### config.mk
export PLATFORM = sky130hd
export DESIGN_NAME = rtc_register_file_with_alarms
export DESIGN_NICKNAME = d
export VERILOG_FILES = /design/src/rtl/rtcrf_pkg.sv /design/src/rtl/rtcrf_fifo.sv /design/src/rtl/rtcrf_front.sv /design/src/rtl/rtcrf_back.sv /design/src/rtl/rtc_register_file_with_alarms.sv
export SDC_FILE = /design/constraint.sdc
export NUM_CORES = 1
export LEC_CHECK = 0
export BUFFER_PORTS_ARGS = -buffer_cell sky130_fd_sc_hd__buf_2
export CAP_MARGIN = 20
export CORE_MARGIN = 10
export CORE_UTILIZATION = 59
export DETAILED_ROUTE_END_ITERATION = 16
export HOLD_SLACK_MARGIN = 0.1
export PLACE_DENSITY = 0.85
export SLEW_MARGIN = 5
export SYNTH_ARGS = -nofsm -noshare
export SYNTH_HDL_FRONTEND = slang
export SYNTH_SLANG_ARGS = --single-unit
### constraint.sdc
create_clock -name clock -period 11.8 [get_ports clock]
set_input_delay 2.95 -clock clock [delete_from_list [all_inputs] [get_ports clock]]
set_output_delay 2.95 -clock clock [all_outputs]
set_load 0.01 [all_outputs]
### src/rtl/rtcrf_pkg.sv
// shared types, register map codes and bcd helpers for the rtc register file
package rtcrf_pkg;

   // input action codes
   localparam logic [1:0] ACT_WRITE = 2'd0;
   localparam logic [1:0] ACT_READ  = 2'd1;
   localparam logic [1:0] ACT_TICK  = 2'd2;

   // command codes between front and back
   localparam logic [1:0] OP_NONE  = 2'd0;
   localparam logic [1:0] OP_WRITE = 2'd1;
   localparam logic [1:0] OP_READ  = 2'd2;
   localparam logic [1:0] OP_TICK  = 2'd3;

   // register map
   localparam logic [7:0] REG_SECONDS     = 8'h00;
   localparam logic [7:0] REG_MINUTES     = 8'h01;
   localparam logic [7:0] REG_HOURS       = 8'h02;
   localparam logic [7:0] REG_WEEKDAY     = 8'h03;
   localparam logic [7:0] REG_DATE        = 8'h04;
   localparam logic [7:0] REG_MONTH       = 8'h05;
   localparam logic [7:0] REG_YEAR        = 8'h06;
   localparam logic [7:0] REG_ALARM_FIRST = 8'h07;
   localparam logic [7:0] REG_ALARM_LAST  = 8'h0D;
   localparam logic [7:0] REG_CONTROL     = 8'h0E;
   localparam logic [7:0] REG_STATUS      = 8'h0F;
   localparam logic [7:0] REG_TEMP_MSB    = 8'h11;
   localparam logic [7:0] REG_TEMP_LSB    = 8'h12;

   // control byte bits
   localparam int CTRL_A1IE_BIT  = 0;
   localparam int CTRL_A2IE_BIT  = 1;
   localparam int CTRL_INTCN_BIT = 2;
   localparam int CTRL_EOSC_BIT  = 7;

   // reset values
   localparam logic signed [9:0] TEMP_RESET    = 10'sd100;
   localparam logic [4:0]        HOURS_RESET   = 5'd12;
   localparam logic [7:0]        YEAR_RESET    = 8'd24;
   localparam logic [7:0]        ALARM_RESET   = 8'h80;
   localparam int                ALARM_COUNT   = 7;

   // default queue depths
   localparam int CMD_DEPTH_DEFAULT = 2;
   localparam int RSP_DEPTH_DEFAULT = 2;

   // command from front to back
   typedef struct packed {
      logic [1:0] op;
      logic [7:0] addr;
      logic [7:0] data;
   } cmd_type;

   // result from back to output queue
   typedef struct packed {
      logic [7:0] read_data;
      logic       sqw_level;
   } rsp_type;

   // binary to bcd, tens digit cut to four bits
   function automatic logic [7:0] to_bcd(input logic [7:0] value);
      logic [15:0] product;
      logic [4:0]  tens;
      logic [7:0]  units;
      product = {8'd0, value} * 16'd205;
      tens    = product[15:11];
      units   = value - 8'({3'd0, tens} * 8'd10);
      return {tens[3:0], units[3:0]};
   endfunction

   // bcd to binary
   function automatic logic [7:0] from_bcd(input logic [7:0] value);
      logic [7:0] high;
      high = {4'd0, value[7:4]};
      return {4'd0, value[3:0]} + (high << 3) + (high << 1);
   endfunction

endpackage

### src/rtl/rtcrf_fifo.sv
// small first-in first-out queue with registered storage
module rtcrf_fifo
   import rtcrf_pkg::*;
#(
   parameter int WIDTH = 8,
   parameter int DEPTH = 2
) (
   input  logic             clock,
   input  logic             reset,
   input  logic             push,
   input  logic [WIDTH-1:0] push_data,
   input  logic             pop,
   output logic [WIDTH-1:0] head_data,
   output logic             full,
   output logic             empty
);

   localparam int PTR_W   = (DEPTH > 1) ? $clog2(DEPTH) : 1;
   localparam int COUNT_W = $clog2(DEPTH + 1);

   logic [WIDTH-1:0]   storage_ff [DEPTH];
   logic [PTR_W-1:0]   wr_ptr_ff, wr_ptr_in;
   logic [PTR_W-1:0]   rd_ptr_ff, rd_ptr_in;
   logic [COUNT_W-1:0] count_ff, count_in;
   logic               do_push, do_pop;

   assign full      = (count_ff == COUNT_W'(DEPTH));
   assign empty     = (count_ff == '0);
   assign head_data = storage_ff[rd_ptr_ff];
   assign do_push   = push && !full;
   assign do_pop    = pop && !empty;

   // pointer and count update
   always_comb begin
      wr_ptr_in = wr_ptr_ff;
      rd_ptr_in = rd_ptr_ff;
      count_in  = count_ff;
      if (do_push) begin
         wr_ptr_in = (wr_ptr_ff == PTR_W'(DEPTH - 1)) ? '0 : wr_ptr_ff + 1'b1;
      end
      if (do_pop) begin
         rd_ptr_in = (rd_ptr_ff == PTR_W'(DEPTH - 1)) ? '0 : rd_ptr_ff + 1'b1;
      end
      if (do_push && !do_pop) begin
         count_in = count_ff + 1'b1;
      end else if (do_pop && !do_push) begin
         count_in = count_ff - 1'b1;
      end
   end

   always_ff @(posedge clock) begin
      if (reset) begin
         wr_ptr_ff <= '0;
         rd_ptr_ff <= '0;
         count_ff  <= '0;
      end else begin
         wr_ptr_ff <= wr_ptr_in;
         rd_ptr_ff <= rd_ptr_in;
         count_ff  <= count_in;
      end
   end

   // storage write
   always_ff @(posedge clock) begin
      if (do_push) begin
         storage_ff[wr_ptr_ff] <= push_data;
      end
   end

endmodule

### src/rtl/rtcrf_front.sv
// front end: owns the register pointer and turns bus items into commands
module rtcrf_front
   import rtcrf_pkg::*;
(
   input  logic       clock,
   input  logic       reset,
   input  logic       accept,
   input  logic [1:0] action,
   input  logic [7:0] data_byte,
   input  logic       first_of_write,
   output cmd_type    cmd
);

   logic [7:0] pointer_ff, pointer_in;

   // classify the item and advance the pointer
   always_comb begin
      pointer_in = pointer_ff;
      cmd.op     = OP_NONE;
      cmd.addr   = pointer_ff;
      cmd.data   = data_byte;
      unique case (action)
         ACT_WRITE: begin
            if (first_of_write) begin
               pointer_in = data_byte;
            end else begin
               cmd.op     = OP_WRITE;
               pointer_in = pointer_ff + 8'd1;
            end
         end
         ACT_READ: begin
            cmd.op     = OP_READ;
            pointer_in = pointer_ff + 8'd1;
         end
         ACT_TICK: begin
            cmd.op = OP_TICK;
         end
         default: begin
            cmd.op = OP_NONE;
         end
      endcase
   end

   always_ff @(posedge clock) begin
      if (reset) begin
         pointer_ff <= '0;
      end else if (accept) begin
         pointer_ff <= pointer_in;
      end
   end

endmodule

### src/rtl/rtcrf_back.sv
// back end: time keeping, alarm registers and the register map
module rtcrf_back
   import rtcrf_pkg::*;
(
   input  logic       clock,
   input  logic       reset,
   input  logic       csr_write_enable,
   input  logic [9:0] csr_write_data,
   input  logic       execute,
   input  cmd_type    cmd,
   output rsp_type    rsp
);

   logic signed [9:0] temp_ff;
   logic [5:0] seconds_ff, seconds_in;
   logic [5:0] minutes_ff, minutes_in;
   logic [4:0] hours_ff, hours_in;
   logic [5:0] date_ff, date_in;
   logic [4:0] month_ff, month_in;
   logic [7:0] year_ff, year_in;
   logic [2:0] weekday_ff, weekday_in;
   logic [7:0] alarm_ff [ALARM_COUNT];
   logic [7:0] alarm_in [ALARM_COUNT];
   logic [7:0] control_ff, control_in;
   logic [1:0] flags_ff, flags_in;
   logic       osc_ff, osc_in;
   logic       square_ff, square_in;
   logic       phase_ff, phase_in;

   logic [7:0] wr_sec, wr_hour, wr_date, wr_month;
   logic [2:0] alarm_idx;
   logic [5:0] tick_sec, tick_min;
   logic [4:0] tick_hour;
   logic [7:0] bcd_sec, bcd_min, bcd_hour, bcd_date;
   logic       match1, match2;
   logic [7:0] read_data;

   assign alarm_idx = 3'(cmd.addr[3:0] - 4'd7);

   // decoded write values
   always_comb begin
      wr_sec = from_bcd({1'b0, cmd.data[6:0]});
      if (wr_sec >= 8'd60) begin
         wr_sec = wr_sec - 8'd60;
      end
      wr_hour = from_bcd({2'b0, cmd.data[5:0]});
      if (wr_hour >= 8'd24) begin
         wr_hour = wr_hour - 8'd24;
      end
      wr_date  = from_bcd({2'b0, cmd.data[5:0]});
      wr_month = from_bcd({3'b0, cmd.data[4:0]});
   end

   // time after a whole second
   always_comb begin
      tick_sec  = seconds_ff + 6'd1;
      tick_min  = minutes_ff;
      tick_hour = hours_ff;
      if (seconds_ff >= 6'd59) begin
         tick_sec = '0;
         tick_min = minutes_ff + 6'd1;
         if (minutes_ff >= 6'd59) begin
            tick_min  = '0;
            tick_hour = (hours_ff >= 5'd23) ? 5'd0 : hours_ff + 5'd1;
         end
      end
   end

   // alarm compare on the advanced time
   always_comb begin
      bcd_sec  = to_bcd({2'b0, tick_sec}) & 8'h7F;
      bcd_min  = to_bcd({2'b0, tick_min}) & 8'h7F;
      bcd_hour = to_bcd({3'b0, tick_hour}) & 8'h3F;
      bcd_date = to_bcd({2'b0, date_ff}) & 8'h3F;
      match1 = !alarm_ff[0][7] && !alarm_ff[1][7] && !alarm_ff[2][7] && !alarm_ff[3][7]
               && bcd_sec == (alarm_ff[0] & 8'h7F) && bcd_min == (alarm_ff[1] & 8'h7F)
               && bcd_hour == (alarm_ff[2] & 8'h3F) && bcd_date == (alarm_ff[3] & 8'h3F);
      match2 = !alarm_ff[4][7] && !alarm_ff[5][7] && !alarm_ff[6][7]
               && bcd_min == (alarm_ff[4] & 8'h7F) && bcd_hour == (alarm_ff[5] & 8'h3F)
               && bcd_date == (alarm_ff[6] & 8'h3F);
   end

   // register read mux
   always_comb begin
      unique case (cmd.addr) inside
         REG_SECONDS: read_data = to_bcd({2'b0, seconds_ff}) | (osc_ff ? 8'h00 : 8'h80);
         REG_MINUTES: read_data = to_bcd({2'b0, minutes_ff});
         REG_HOURS:   read_data = to_bcd({3'b0, hours_ff}) & 8'h3F;
         REG_WEEKDAY: read_data = {5'd0, (weekday_ff != 3'd0) ? weekday_ff : 3'd1};
         REG_DATE:    read_data = to_bcd({2'b0, date_ff});
         REG_MONTH:   read_data = to_bcd({3'b0, month_ff});
         REG_YEAR:    read_data = to_bcd(year_ff);
         [REG_ALARM_FIRST:REG_ALARM_LAST]: read_data = alarm_ff[alarm_idx];
         REG_CONTROL: read_data = control_ff;
         REG_STATUS:  read_data = {6'd0, flags_ff};
         REG_TEMP_MSB: read_data = temp_ff[9:2];
         REG_TEMP_LSB: read_data = {temp_ff[1:0], 6'd0};
         default:     read_data = 8'h00;
      endcase
   end

   // next state for one command
   always_comb begin
      seconds_in = seconds_ff;
      minutes_in = minutes_ff;
      hours_in   = hours_ff;
      date_in    = date_ff;
      month_in   = month_ff;
      year_in    = year_ff;
      weekday_in = weekday_ff;
      alarm_in   = alarm_ff;
      control_in = control_ff;
      flags_in   = flags_ff;
      osc_in     = osc_ff;
      square_in  = square_ff;
      phase_in   = phase_ff;
      rsp.read_data = 8'h00;
      if (execute) begin
         case (cmd.op)
            OP_WRITE: begin
               unique case (cmd.addr) inside
                  REG_SECONDS: begin
                     osc_in     = !cmd.data[CTRL_EOSC_BIT];
                     seconds_in = wr_sec[5:0];
                     phase_in   = 1'b0;
                  end
                  REG_MINUTES: begin
                     minutes_in = wr_sec[5:0];
                     phase_in   = 1'b0;
                  end
                  REG_HOURS: begin
                     hours_in = wr_hour[4:0];
                     phase_in = 1'b0;
                  end
                  REG_WEEKDAY: weekday_in = (cmd.data == 8'd0) ? 3'd1 : cmd.data[2:0];
                  REG_DATE:    date_in = (wr_date == 8'd0) ? 6'd1 : wr_date[5:0];
                  REG_MONTH:   month_in = (wr_month == 8'd0) ? 5'd1 : wr_month[4:0];
                  REG_YEAR:    year_in = from_bcd(cmd.data);
                  [REG_ALARM_FIRST:REG_ALARM_LAST]: alarm_in[alarm_idx] = cmd.data;
                  REG_CONTROL: begin
                     control_in = cmd.data;
                     osc_in     = !cmd.data[CTRL_EOSC_BIT];
                  end
                  REG_STATUS: flags_in = flags_ff & ~cmd.data[1:0];
                  default: ;
               endcase
            end
            OP_READ: begin
               rsp.read_data = read_data;
            end
            OP_TICK: begin
               if (osc_ff) begin
                  if (!control_ff[CTRL_INTCN_BIT]) begin
                     square_in = !square_ff;
                  end
                  phase_in = !phase_ff;
                  if (phase_ff) begin
                     seconds_in = tick_sec;
                     minutes_in = tick_min;
                     hours_in   = tick_hour;
                     flags_in   = flags_ff | {match2, match1};
                  end
               end
            end
            default: ;
         endcase
      end
      // pin level after the command
      if (control_in[CTRL_INTCN_BIT]) begin
         rsp.sqw_level = !((control_in[CTRL_A1IE_BIT] && flags_in[0]) ||
                           (control_in[CTRL_A2IE_BIT] && flags_in[1]));
      end else begin
         rsp.sqw_level = square_in;
      end
   end

   always_ff @(posedge clock) begin
      if (reset) begin
         temp_ff    <= TEMP_RESET;
         seconds_ff <= '0;
         minutes_ff <= '0;
         hours_ff   <= HOURS_RESET;
         date_ff    <= 6'd1;
         month_ff   <= 5'd1;
         year_ff    <= YEAR_RESET;
         weekday_ff <= 3'd1;
         for (int i = 0; i < ALARM_COUNT; i++) begin
            alarm_ff[i] <= ALARM_RESET;
         end
         control_ff <= '0;
         flags_ff   <= '0;
         osc_ff     <= 1'b1;
         square_ff  <= 1'b0;
         phase_ff   <= 1'b0;
      end else begin
         if (csr_write_enable) begin
            temp_ff <= csr_write_data;
         end
         seconds_ff <= seconds_in;
         minutes_ff <= minutes_in;
         hours_ff   <= hours_in;
         date_ff    <= date_in;
         month_ff   <= month_in;
         year_ff    <= year_in;
         weekday_ff <= weekday_in;
         alarm_ff   <= alarm_in;
         control_ff <= control_in;
         flags_ff   <= flags_in;
         osc_ff     <= osc_in;
         square_ff  <= square_in;
         phase_ff   <= phase_in;
      end
   end

endmodule

### src/rtl/rtc_register_file_with_alarms.sv
// top level: rtc register file with two alarms behind a byte bus
//
//   channel   ports                                            transfer when
//   request   push, full, req_action, req_data_byte,
//             req_first_of_write                               push && !full
//   response  empty, pop, rsp_read_data, rsp_sqw_level         pop && !empty
//   csr       csr_write_enable, csr_write_data                 csr_write_enable
//
// one item per cycle sustained while neither queue is full; a result reaches the response
// ports through the command queue, the back end and then the registered response queue.
// the back end executes one command per cycle and stalls only on a full
// response queue; the request side stalls only on a full command queue.
// synchronous reset clears both queues, the pointer and all clock state.
module rtc_register_file_with_alarms
   import rtcrf_pkg::*;
#(
   parameter int CMD_DEPTH = CMD_DEPTH_DEFAULT,
   parameter int RSP_DEPTH = RSP_DEPTH_DEFAULT
) (
   input  logic       clock,
   input  logic       reset,
   input  logic       push,
   output logic       full,
   input  logic [1:0] req_action,
   input  logic [7:0] req_data_byte,
   input  logic       req_first_of_write,
   output logic       empty,
   input  logic       pop,
   output logic [7:0] rsp_read_data,
   output logic       rsp_sqw_level,
   input  logic       csr_write_enable,
   input  logic [9:0] csr_write_data
);

   cmd_type front_cmd, back_cmd;
   rsp_type back_rsp, head_rsp;
   logic    req_accept;
   logic    cmd_empty, rsp_full, execute;

   assign req_accept = push && !full;
   assign execute    = !cmd_empty && !rsp_full;

   // request side
   rtcrf_front u_front (
      .clock          (clock),
      .reset          (reset),
      .accept         (req_accept),
      .action         (req_action),
      .data_byte      (req_data_byte),
      .first_of_write (req_first_of_write),
      .cmd            (front_cmd)
   );

   // command queue between front and back
   rtcrf_fifo #(
      .WIDTH ($bits(cmd_type)),
      .DEPTH (CMD_DEPTH)
   ) u_cmd_fifo (
      .clock     (clock),
      .reset     (reset),
      .push      (req_accept),
      .push_data (front_cmd),
      .pop       (execute),
      .head_data (back_cmd),
      .full      (full),
      .empty     (cmd_empty)
   );

   // register file and time keeping
   rtcrf_back u_back (
      .clock            (clock),
      .reset            (reset),
      .csr_write_enable (csr_write_enable),
      .csr_write_data   (csr_write_data),
      .execute          (execute),
      .cmd              (back_cmd),
      .rsp              (back_rsp)
   );

   // response queue
   rtcrf_fifo #(
      .WIDTH ($bits(rsp_type)),
      .DEPTH (RSP_DEPTH)
   ) u_rsp_fifo (
      .clock     (clock),
      .reset     (reset),
      .push      (execute),
      .push_data (back_rsp),
      .pop       (pop),
      .head_data (head_rsp),
      .full      (rsp_full),
      .empty     (empty)
   );

   assign rsp_read_data = head_rsp.read_data;
   assign rsp_sqw_level = head_rsp.sqw_level;

endmodule

# After elaboration in Yosys (flattened, before gate mapping)
# Memory sizes are Yosys's and may differ from the RTL's. A register that Yosys moved wholly into a read port is not among the register bits.
# Index checks and enable logic that the tools add are counted.
[word_totals]
ff_bits = 134
latchBits = 0
ramBits = 54
mem_bits_ro = 0
inputBits = 26
wordCells = 266
mem_count = 2
[memory_table]
columns = ["name", "words", "width", "rd", "rd_clocked_by_memory_dff", "wr", "line_no", "rtl"]
rows = [
  ["u_cmd_fifo.storage_ff", 2, 18, 1, 1, 1, "rtcrf_fifo.sv:21", "logic [WIDTH-1:0] storage_ff [DEPTH];"],
  ["u_rsp_fifo.storage_ff", 2, 9, 1, 1, 1, "rtcrf_fifo.sv:21", ""],
]
[classes]
n_addsub = 32
n_mul = 18
div = 0
magnitude_cmp = 9
eq_ne = 30
shifts = 0
mux = 70
n_bitwise = 5
reduce_logical = 72
[op_table]
columns = ["cell", "n"]
rows = [
  ["$pmux 8 s12", 1],
  ["$mul 6x8->14 const B", 5],
  ["$mux 6", 11],
  ["$bwmux 56", 1],
  ["$mux 8", 7],
  ["$mux 5", 8],
  ["$mul 5x8->13 const B", 3],
  ["$sub 4x4->4", 9],
  ["$logic_not 8->1", 4],
  ["$logic_and 1x1->1", 26],
  ["$bmux 8 s3", 1],
  ["$demux 8 s3", 1],
  ["$eq 6x6->1", 4],
  ["$eq 8x3->1 const B", 3],
  ["$pmux 6 s2", 2],
  ["$eq 7x7->1", 3],
  ["$reduce_and 3->1", 7],
  ["$mux 1", 20],
  ["$logic_not 1->1", 19],
  ["$eq 8x2->1 const B", 2],
  ["$eq 8x4->1 const B", 2],
  ["$eq 8x5->1 const B", 2],
  ["$mul 8x8->16 const B", 1],
  ["$mux 2", 8],
  ["other kinds (53)", 86],
]

# Depth between registers and ports, before layout
# Gate-level depths: netlist (run 1).
[logic_depth]
depth_word = 19
mapped_depth = 33
depth_no_buf = 33

# By module
# A second synthesis (run 1) with hierarchy kept.
[hier_totals]
cells_unflattened = 1811
hier_area_um2 = 16440.8
[modules_own_cells]
columns = ["module", "instances", "cells_per_inst", "area_each_um2", "seq_area_each_um2"]
rows = [
  ["rtcrf_back", 1, 1594, 13420.4, 2362.3],
  ["rtcrf_fifo (u_cmd_fifo)", 1, 81, 1514.0, 1181.1],
  ["rtcrf_fifo (u_rsp_fifo)", 1, 53, 864.6, 640.6],
  ["rtcrf_front", 1, 81, 624.3, 160.2],
  ["rtc_register_file_with_alarms", 1, 2, 17.5, 0.0],
]

# Worst setup path before layout (run 1)
# Ideal clock, no wire load.
[synth_timing]
kind = "register -> register"
from = "reg u_back.minutes_ff[2]"
to = "mem u_rsp_fifo.storage_ff[0][0] (netlist bit) (data pin)"
setup_time_ps = 267
arrival_time_ps = 6505
required_ps = 11533
path_slack_ps = 5029
path_stages_with_launch = 30
n_path_buf = 0
cell_sequence = "dfxtp_1 > inv_1 > ha_1 > a21o_2 > nand2_1 > nand2_1 > o31ai_1 > ha_1 > ha_1 > fa_1 > ha_1 > and3_1 > o21ai_0 > and2_1 > o21ai_0 > o221ai_4 > inv_1 > ha_1 > inv_1 > fa_1 > xnor2_1 > nand4_1 > a2111oi_0 > nand4bb_1 > nor4_1 > nand4_1 > nor4_1 > a31oi_1 > o221ai_1 > o21ai_1"
[synth_rtl]
columns = ["element", "line_no", "rtl"]
rows = [
  ["from (decl)", "rtcrf_back.sv:16", "logic [5:0] minutes_ff, minutes_in;"],
  ["from (signal assigned)", "rtcrf_back.sv:200", "minutes_ff <= minutes_in;"],
  ["to (decl)", "rtcrf_fifo.sv:21", ""],
]

==> insert_results.sql, run 1 <==
INSERT INTO impl_metrics (metric_group, metric, value, unit) VALUES
('yosys', 'netlist-cell-type-count', '91', ''),
('sta', 'max_freq', '123', 'MHz'),
('sta', 'finalWorstPathRequiredPeriod', '8110', 'ps'),
('yosys', 'synth_fa_ha_area_frac', '0.266', ''),
('route', 'drt-pass1-iter-count', '6', ''),
('outcome', 'status', 'completed', ''),
('power', 'power.share.switching', '0.443', ''),
('die', 'die_width', '187', 'um'),
('final_layout', 'multi_input_area', '11000', 'um^2'),
('yosys', 'synth_compound_area_frac', '0.165', ''),
('yosys', 'post_synth_most_frequent_cells', '253 x sky130_fd_sc_hd__ha_1, 198 x sky130_fd_sc_hd__inv_1, 185 x sky130_fd_sc_hd__nor2_1, 144 x sky130_fd_sc_hd__nand2_1, 136 x sky130_fd_sc_hd__dfxtp_1', ''),
('die', 'floorplan_core_area', '27200', 'um^2'),
('cts', 'clock_insertion_delay_at_the_later_pin_of_the_skew_report', '460', 'ps'),
('yosys', 'number_of_warnings_printed_during_yosys_synthesis', '0', ''),
('yosys', 'yosys.area_share.xor_xnor', '0.0694', ''),
('yosys', 'synth_ff_type', 'sky130_fd_sc_hd__dfxtp_1', ''),
('grt', 'grt_antenna_before_repair', '0', ''),
('route', 'post_drt_via_cell_ratio', '6.26', ''),
('final_layout', 'seq_area', '4340', 'um^2'),
('setup_path', 'setup.worst_path.class', 'reg2reg', ''),
('worst_hold_path', 'holdCritStartpoint', 'u_back.weekday_ff[0]', ''),
('grt', 'gr-total-overflow', '0', ''),
('route', 'detail-route-antenna-nets', '0', ''),
('final_layout', 'finalNetCount', '2182', ''),
('yosys', 'synth_mux_area_frac', '0.0348', ''),
('yosys', 'synth-seq-cells', '190', ''),
('yosys', 'yosys.area.top_type', 'sky130_fd_sc_hd__ha_1', ''),
('die', 'boundaryPins', '37', ''),
('yosys', 'yosysMostFrequentCell', 'sky130_fd_sc_hd__ha_1', ''),
('die', 'die_height', '187', 'um'),
('sta', 'portion_of_the_clock_cycle_consumed_by_the_worst_path_in_the_final_layout', '0.687', ''),
('route', 'drcViolationCount', '0', ''),
('cts', 'cts_resized', '0', ''),
('power', 'total_power', '2.88', 'mW'),
('final_layout', 'drive_above_1_share', '0.0802', ''),
('worst_hold_path', 'hold-path-endpoint', 'u_back.weekday_ff[0]', ''),
('grt', 'grt.busiest_layer', 'met2', ''),
('place', 'post_dp_cell_area', '16900', 'um^2'),
('setup_path', 'timing.reg2reg.worst_path_depth', '29', ''),
('setup_path', 'regToRegStartpoint', 'u_back.minutes_ff[3]', ''),
('sta', 'maxSlewHeadroom', '0.279', ''),
('grt', 'grt_use_total', '0.254', ''),
('final_layout', 'final.fill_count', '2228', ''),
('setup_path', 'endpoint_of_the_worst_register_to_register_path', 'u_rsp_fifo.storage_ff[1][0]', ''),
('power', 'p_int', '1.60', 'mW'),
('sta', 'setup-tns-final', '0', 'ps'),
('cts', 'clock-sinks', '190', ''),
('worst_hold_path', 'hold_path.class', 'reg2reg', ''),
('yosys', 'async_reset_ff_frac', '0', ''),
('power', 'power.share.clock', '0.215', ''),
('yosys', 'post_synth_and_or_nand_nor_area_fraction', '0.138', ''),
('grt', 'globalRouteMet1Util', '0.318', ''),
('yosys', 'postSynthAreaPerCell', '8.95', 'um^2'),
('final_layout', 'finalInstanceArea', '17600', 'um^2'),
('power', 'irDropWorstVdd', '0.127', 'mV'),
('power', 'seqPwrFrac', '0.277', ''),
('route', 'routed_wl', '45300', 'um'),
('place', 'gp_congestion', '1.02', ''),
('final_layout', 'diode_insertion_count_for_antenna_repair', '0', ''),
('cts', 'cts_setup_buffers', '0', ''),
('cts', 'post_cts_hold_buffer_count', '0', ''),
('die', 'floorplan.initialDensity', '0.603', ''),
('place', 'dpl_worst_slack', '3850', 'ps'),
('cts', 'cts-root-to-sink-buffers', '2', ''),
('sta', 'final-max-slew-violation-count', '0', ''),
('route', 'route.detailed.wl_per_inst', '20.3', 'um'),
('job', 'drv_cap', '0', ''),
('yosys', 'yosysTopAreaCellShare', '0.193', ''),
('setup_path', 'critical-path-slowest-cell', 'sky130_fd_sc_hd__dfxtp_1', ''),
('final_layout', 'flow.area_growth_from_synthesis', '7.29', '%'),
('setup_path', 'critPathLaunchType', 'register', '');
-- how the worst max path moves through the flow --
stage                     cells after the start  slack [ps]                     endpoint                 start
after CTS                                    29        3820  u_rsp_fifo.storage_ff[1][0]  u_back.minutes_ff[0]
after floorplan                              29        5030  u_rsp_fifo.storage_ff[0][0]  u_back.minutes_ff[2]
after detailed placement                     29        3850  u_rsp_fifo.storage_ff[0][0]  u_back.minutes_ff[0]
final                                        29        3690  u_rsp_fifo.storage_ff[1][0]  u_back.minutes_ff[3]
after global placement                       30        4270  u_rsp_fifo.storage_ff[0][0]  u_back.minutes_ff[0]
after global routing                         29        3110  u_rsp_fifo.storage_ff[1][0]  u_back.minutes_ff[0]
-- cell families after synthesis --
| family | Yosys count |
|---|---|
| and+or+nand+nor | 492 |
| AOI/OAI and AO/OA | 397 |
| adders and majority gates | 313 |
| buffers and inverters | 266 |
| DFF | 190 |
| xor gates and xnor gates | 123 |
| muxes | 52 |
-- sequential cells by signal, summed over array words and instances (netlist names), 8 cells and up, named ones only --
| signal | count |
|---|---|
| u_back.control_ff | 8 |
| u_front.pointer_ff | 8 |
| u_cmd_fifo.storage_ff | 36 |
| u_back.year_ff | 8 |
| u_back.temp_ff | 10 |
| u_rsp_fifo.storage_ff | 18 |
| u_back.alarm_ff | 56 |
-- power groups by stage --
stage | combinational (mW) | sequential, mW | clock [mW]
6_report | 1.46 | 0.797 | 0.618
5_1_grt | 1.59 | 0.804 | 0.645
4_1_cts | 1.43 | 0.795 | 0.618
3_5_place_dp | 1.41 | 0.810 | 0
3_3_place_gp | 1.37 | 0.805 | 0
2_1_floorplan | 1.01 | 0.792 | 0
-- cells in the final DEF, fill, tap and decap left out, types with 43 or more instances in the layout --
master,count
sky130_fd_sc_hd__o21ai_0,68
sky130_fd_sc_hd__nor2_1,185
sky130_fd_sc_hd__inv_1,198
sky130_fd_sc_hd__dfxtp_1,136
sky130_fd_sc_hd__fa_1,59
sky130_fd_sc_hd__edfxtp_1,54
sky130_fd_sc_hd__a21oi_1,97
sky130_fd_sc_hd__ha_1,253
sky130_fd_sc_hd__xnor2_1,75
sky130_fd_sc_hd__a211oi_1,70
sky130_fd_sc_hd__nand2_1,144
sky130_fd_sc_hd__xor2_1,43
-- metal layers --
metal | up-vias | wire, um
met1 | 6591 | 18400
met3 | 178 | 3850
met5 | - | 0
met4 | 0 | 2130
li1 | 6478 | -
met2 | 713 | 21000
-- per-stage QoR --
stage | instances | util | hold WS, ps
after floorplan | 1833 | - | 430
after global placement | 2194 | 0.622 | 452
after detailed placement | 2194 | 0.622 | 457
after CTS | 2226 | 0.646 | 483
after global routing | 2229 | 0.647 | 510
final | 2229 | 0.647 | 496
-- cell type report --
class	count	share of cell area
clock buffer	17	0.0242
inverter	199	0.0425
timing repair buffer	59	0.0206
multi-input combinational	1377	0.627
tap	372	0.0265
sequential	190	0.247
clock inverter	15	0.0127
-- critical path: cells and delay by family, from the launching register on --
family	cells	cell delay [ps]
buf+inv	2	150
fa+ha+maj	7	2450
xor+xnor	1	170
simple gates	9	1640
compound gates	9	2660
flops	1	610
mux	1	140
Note: power is estimated with default switching activity, not from simulation.
==> run 2: changes to the inputs <==
--- a/config.mk
+++ b/config.mk
@@ -5,13 +5,14 @@
 export SDC_FILE = /design/constraint.sdc
 export NUM_CORES = 1
 export LEC_CHECK = 0
+export ABC_AREA = 1
 export BUFFER_PORTS_ARGS = -buffer_cell sky130_fd_sc_hd__buf_2
 export CAP_MARGIN = 20
 export CORE_MARGIN = 10
 export CORE_UTILIZATION = 59
 export DETAILED_ROUTE_END_ITERATION = 16
 export HOLD_SLACK_MARGIN = 0.1
-export PLACE_DENSITY = 0.85
+export PLACE_DENSITY = 0.88
 export SLEW_MARGIN = 5
 export SYNTH_ARGS = -nofsm -noshare
 export SYNTH_HDL_FRONTEND = slang
==> constraint.sdc (replaced) <==
create_clock -name clock -period 7 [get_ports clock]
set_input_delay 1.75 -clock clock [delete_from_list [all_inputs] [get_ports clock]]
set_output_delay 1.75 -clock clock [all_outputs]
set_load 0.01 [all_outputs]
==> run 2 against run 1 <==
  * Sequential share of layout area fell by 0.57 points
  * Critical path depth rose by 13
  * Register-to-register slack got worse by 3200 ps
  * Critical path type unchanged
  * Largest power group unchanged
==> insert_results.sql, run 2 <==
INSERT INTO impl_metrics (metric_group, metric, value, unit) VALUES
('outcome', 'status', 'completed', ''),
('final_layout', 'most_common_cell_after_layout_fill_and_taps_aside', 'sky130_fd_sc_hd__inv_1', ''),
('final_layout', 'top_register', 'u_back.alarm_ff', ''),
('die', 'floorplan_core_area', '27800', 'um^2'),
('place', 'gp_congestion', '1.01', ''),
('sta', 'clock-skew-final', '20.9', 'ps'),
('cts', 'clock_tree_from_tritoncts', 'built', ''),
('yosys', 'postSynthAreaPerCell', '8.04', 'um^2'),
('yosys', 'postSynthNetCount', '2403', ''),
('power', 'irDropWorstVdd', '0.216', 'mV'),
('route', 'route.detailed.wl_per_inst', '18.6', 'um'),
('grt', 'grt_start_max_net_pins', '54', ''),
('final_layout', 'drive_above_1_share', '0.121', ''),
('setup_path', 'critPathRequiredTime', '7210', 'ps'),
('yosys', 'synth.cell_area', '16600', 'um^2'),
('final_layout', 'diode_insertion_count_for_antenna_repair', '0', ''),
('power', 'leakage', '8.67', 'nW'),
('grt', 'gr-total-overflow', '0', ''),
('setup_path', 'critPathBufInv', '5', ''),
('route', 'drt-initial-drc-count', '1501', ''),
('route', 'post_drt_via_cell_ratio', '5.90', ''),
('cts', 'cts-root-to-sink-buffers', '2', ''),
('route', 'vias', '14800', ''),
('yosys', 'yosysSeqAreaShare', '0.262', ''),
('setup_path', 'timing.reg2reg.worst_path_depth', '42', ''),
('setup_path', 'cp_slowest_stage_delay', '570', 'ps'),
('job', 'drv_cap', '0', ''),
('worst_hold_path', 'timing.hold.worst_path_depth', '2', ''),
('die', 'floorplan.initialDensity', '0.597', ''),
('route', 'drt-pass1-iter-count', '12', ''),
('final_layout', 'final_cell_mix', '349 x sky130_fd_sc_hd__inv_1, 258 x sky130_fd_sc_hd__nand2_1, 246 x sky130_fd_sc_hd__ha_1, 158 x sky130_fd_sc_hd__a21oi_1, 153 x sky130_fd_sc_hd__nor2_1', ''),
('power', 'total_power', '7.54', 'mW'),
('setup_path', 'critical_path_depth', '42', ''),
('cts', 'cts_root_buffer', 'sky130_fd_sc_hd__clkbuf_16', ''),
('yosys', 'synth_enable_flop_cells', '54', ''),
('power', 'p_per_area', '418', 'nW/um^2'),
('final_layout', 'flow.area_growth_from_synthesis', '8.72', '%'),
('cts', 'h-tree-depth', '4', ''),
('die', 'die_height', '188', 'um'),
('setup_path', 'critical_path.endpoint_type', 'register', ''),
('die', 'boundaryPins', '37', ''),
('setup_path', 'cp_data_arrival_time', '6720', 'ps'),
('die', 'design.die.area', '35200', 'um^2'),
('grt', 'grt_use_total', '0.258', ''),
('cts', 'cts-buffers-inserted', '17', ''),
('yosys', 'yosysTopAreaCellShare', '0.191', ''),
('route', 'detail-route-antenna-nets', '0', ''),
('sta', 'max_freq', '154', 'MHz'),
('yosys', 'syn-instance-count', '2065', ''),
('setup_path', 'critical-path-top-cell-by-count', 'sky130_fd_sc_hd__nand2_1', ''),
('grt', 'vias_in_the_first_global_route', '14400', ''),
('yosys', 'netlist-cell-type-count', '67', ''),
('yosys', 'yosysMostFrequentCell', 'sky130_fd_sc_hd__inv_1', ''),
('sta', 'maxSlewHeadroom', '0.276', ''),
('final_layout', 'final.fill_count', '2324', ''),
('setup_path', 'critical-path-slowest-cell', 'sky130_fd_sc_hd__fa_1', ''),
('setup_path', 'critical-path-top-delay-family', 'simple AND/OR/NAND/NOR gates', ''),
('final_layout', 'multi_input_area', '10800', 'um^2'),
('yosys', 'synth_ff_type', 'sky130_fd_sc_hd__dfxtp_1', ''),
('yosys', 'post_synth_most_frequent_cells', '351 x sky130_fd_sc_hd__inv_1, 259 x sky130_fd_sc_hd__nand2_1, 253 x sky130_fd_sc_hd__ha_1, 159 x sky130_fd_sc_hd__a21oi_1, 159 x sky130_fd_sc_hd__nor2_1', ''),
('final_layout', 'final_core_utilization', '0.649', ''),
('grt', 'global_route_wire_length_before_repair', '74000', 'um'),
('route', 'routed_wl', '46600', 'um'),
('yosys', 'synth_top_cells_by_area', 'sky130_fd_sc_hd__ha_1 19%, sky130_fd_sc_hd__dfxtp_1 16%, sky130_fd_sc_hd__edfxtp_1 9.8%, sky130_fd_sc_hd__inv_1 7.9%, sky130_fd_sc_hd__fa_1 7.1%', ''),
('sta', 'timing.final.hold_violations', '0', ''),
('die', 'die_width', '188', 'um'),
('worst_hold_path', 'hold_path.class', 'reg2reg', ''),
('sta', 'worstMarginPinSlew', '1060', 'ps'),
('setup_path', 'critPathLaunchType', 'register', ''),
('cts', 'clk_pin_slew', '90', 'ps'),
('place', 'port_buffers', '36', ''),
('yosys', 'yosys.area.top_type', 'sky130_fd_sc_hd__ha_1', ''),
('yosys', 'synth-seq-cells', '190', ''),
('die', 'row_count', '61', ''),
('cts', 'clock-sinks', '190', ''),
('final_layout', 'largest_register_ff_count', '56', ''),
('yosys', 'number_of_warnings_printed_during_yosys_synthesis', '0', ''),
('setup_path', 'crit_path_max_fanout', '6', ''),
('final_layout', 'seq_area', '4350', 'um^2'),
('grt', 'grt_antenna_before_repair', '1', ''),
('sta', 'final-max-slew-violation-count', '0', ''),
('yosys', 'async_reset_ff_frac', '0', ''),
('route', 'drcViolationCount', '0', ''),
('sta', 'portion_of_the_clock_cycle_consumed_by_the_worst_path_in_the_final_layout', '0.930', ''),
('final_layout', 'finalNetCount', '2452', ''),
('place', 'hpwlAfterDp', '37200', 'um'),
('final_layout', 'layout_top_registers', 'u_back.alarm_ff (56), u_cmd_fifo.storage_ff (36), u_rsp_fifo.storage_ff (18)', ''),
('cts', 'clock_insertion_delay_at_the_later_pin_of_the_skew_report', '460', 'ps'),
('sta', 'setup_viol', '0', ''),
('sta', 'finalWorstPathRequiredPeriod', '6510', 'ps'),
('setup_path', 'setup.worst_path.class', 'reg2reg', '');
-- run 2: cell count changes in the layout (fill, tap and decap cells not counted), sizes merged, moves of 17 or more --
cell	previous run	this run
xnor2	78	29
a211oi	70	24
or2	10	27
o21ai	74	152
mux2i	33	1
nand3	29	86
inv	201	387
a21oi	98	164
nand2	144	285
-- run 2: power by group --
part	internal, mW	switching [mW]
Combinational	1.79	3.28
Sequential	1.30	0.136
Clock	0.496	0.534
Total	3.59	3.95
-- run 2: worst register-to-register path, delay by kind of cell (launching register included) --
kind,cells,cell delay [ps]
flip-flops,1,370
AO/OA/AOI/OAI,3,360
XOR/XNOR,1,150
buffers and inverters,5,490
adder cells (fa/ha/maj),7,2400
AND/OR/NAND/NOR,26,2480
-- run 2: path summary, 6_finish.rpt --
| kind | from | end | slack [ps] |
|---|---|---|---|
| worst max-delay path | u_back.seconds_ff[2] | u_rsp_fifo.storage_ff[0][0] | 490 |
| worst min-delay path | u_back.control_ff[4] | u_back.control_ff[4] | 460 |
| worst max register to register | u_back.seconds_ff[2] | u_rsp_fifo.storage_ff[0][0] | 490 |
| worst min register to register | u_back.control_ff[4] | u_back.control_ff[4] | 460 |
-- run 2: area by class of cell --
type	count	share of cell area
clock buffer	17	0.0236
timing repair buffer	60	0.0207
tap	378	0.0262
multi-input combinational	1462	0.597
sequential	190	0.241
clock inverter	15	0.0114
inverter	383	0.0801
-- run 2: routing by layer --
metal | up-vias | track usage | wire length [um]
met5 | - | 0 | 0
met4 | 0 | 0.112 | 2160
met3 | 174 | 0.0466 | 3610
met2 | 654 | 0.435 | 22000
met1 | 6905 | 0.316 | 18900
li1 | 7038 | - | -
-- run 2: metrics by stage --
stage	area, um^2	cells	setup TNS (ps)	hold slack (ps)	worst slack, ps
floorplan	16600	2065	0	425	731
global placement	17200	2462	0	436	228
detailed placement	17200	2462	0	442	133
CTS	17800	2494	0	457	79.5
global route	18000	2505	-32.5	476	-16.3
finish	18000	2505	0	458	487
-- run 2: cell families (layout without fill, tap and decap cells) --
group	count (synthesis)	count (layout)	synth area share
AND/OR/NAND/NOR	639	639	0.186
AO/OA/AOI/OAI	439	439	0.155
buffers and inverters	413	475	0.0952
adder cells (fa/ha/maj)	312	312	0.262
flip-flops	190	190	0.262
XOR/XNOR	62	62	0.0332
multiplexers	10	10	0.00671
-- run 2: repair_timing --
action | 4_1_cts | 5_1_grt
gates resized for setup | 0 | 33
setup endpoints to repair | 0 | 4
buffers inserted | 0 | 11
hold buffers | 0 | 0
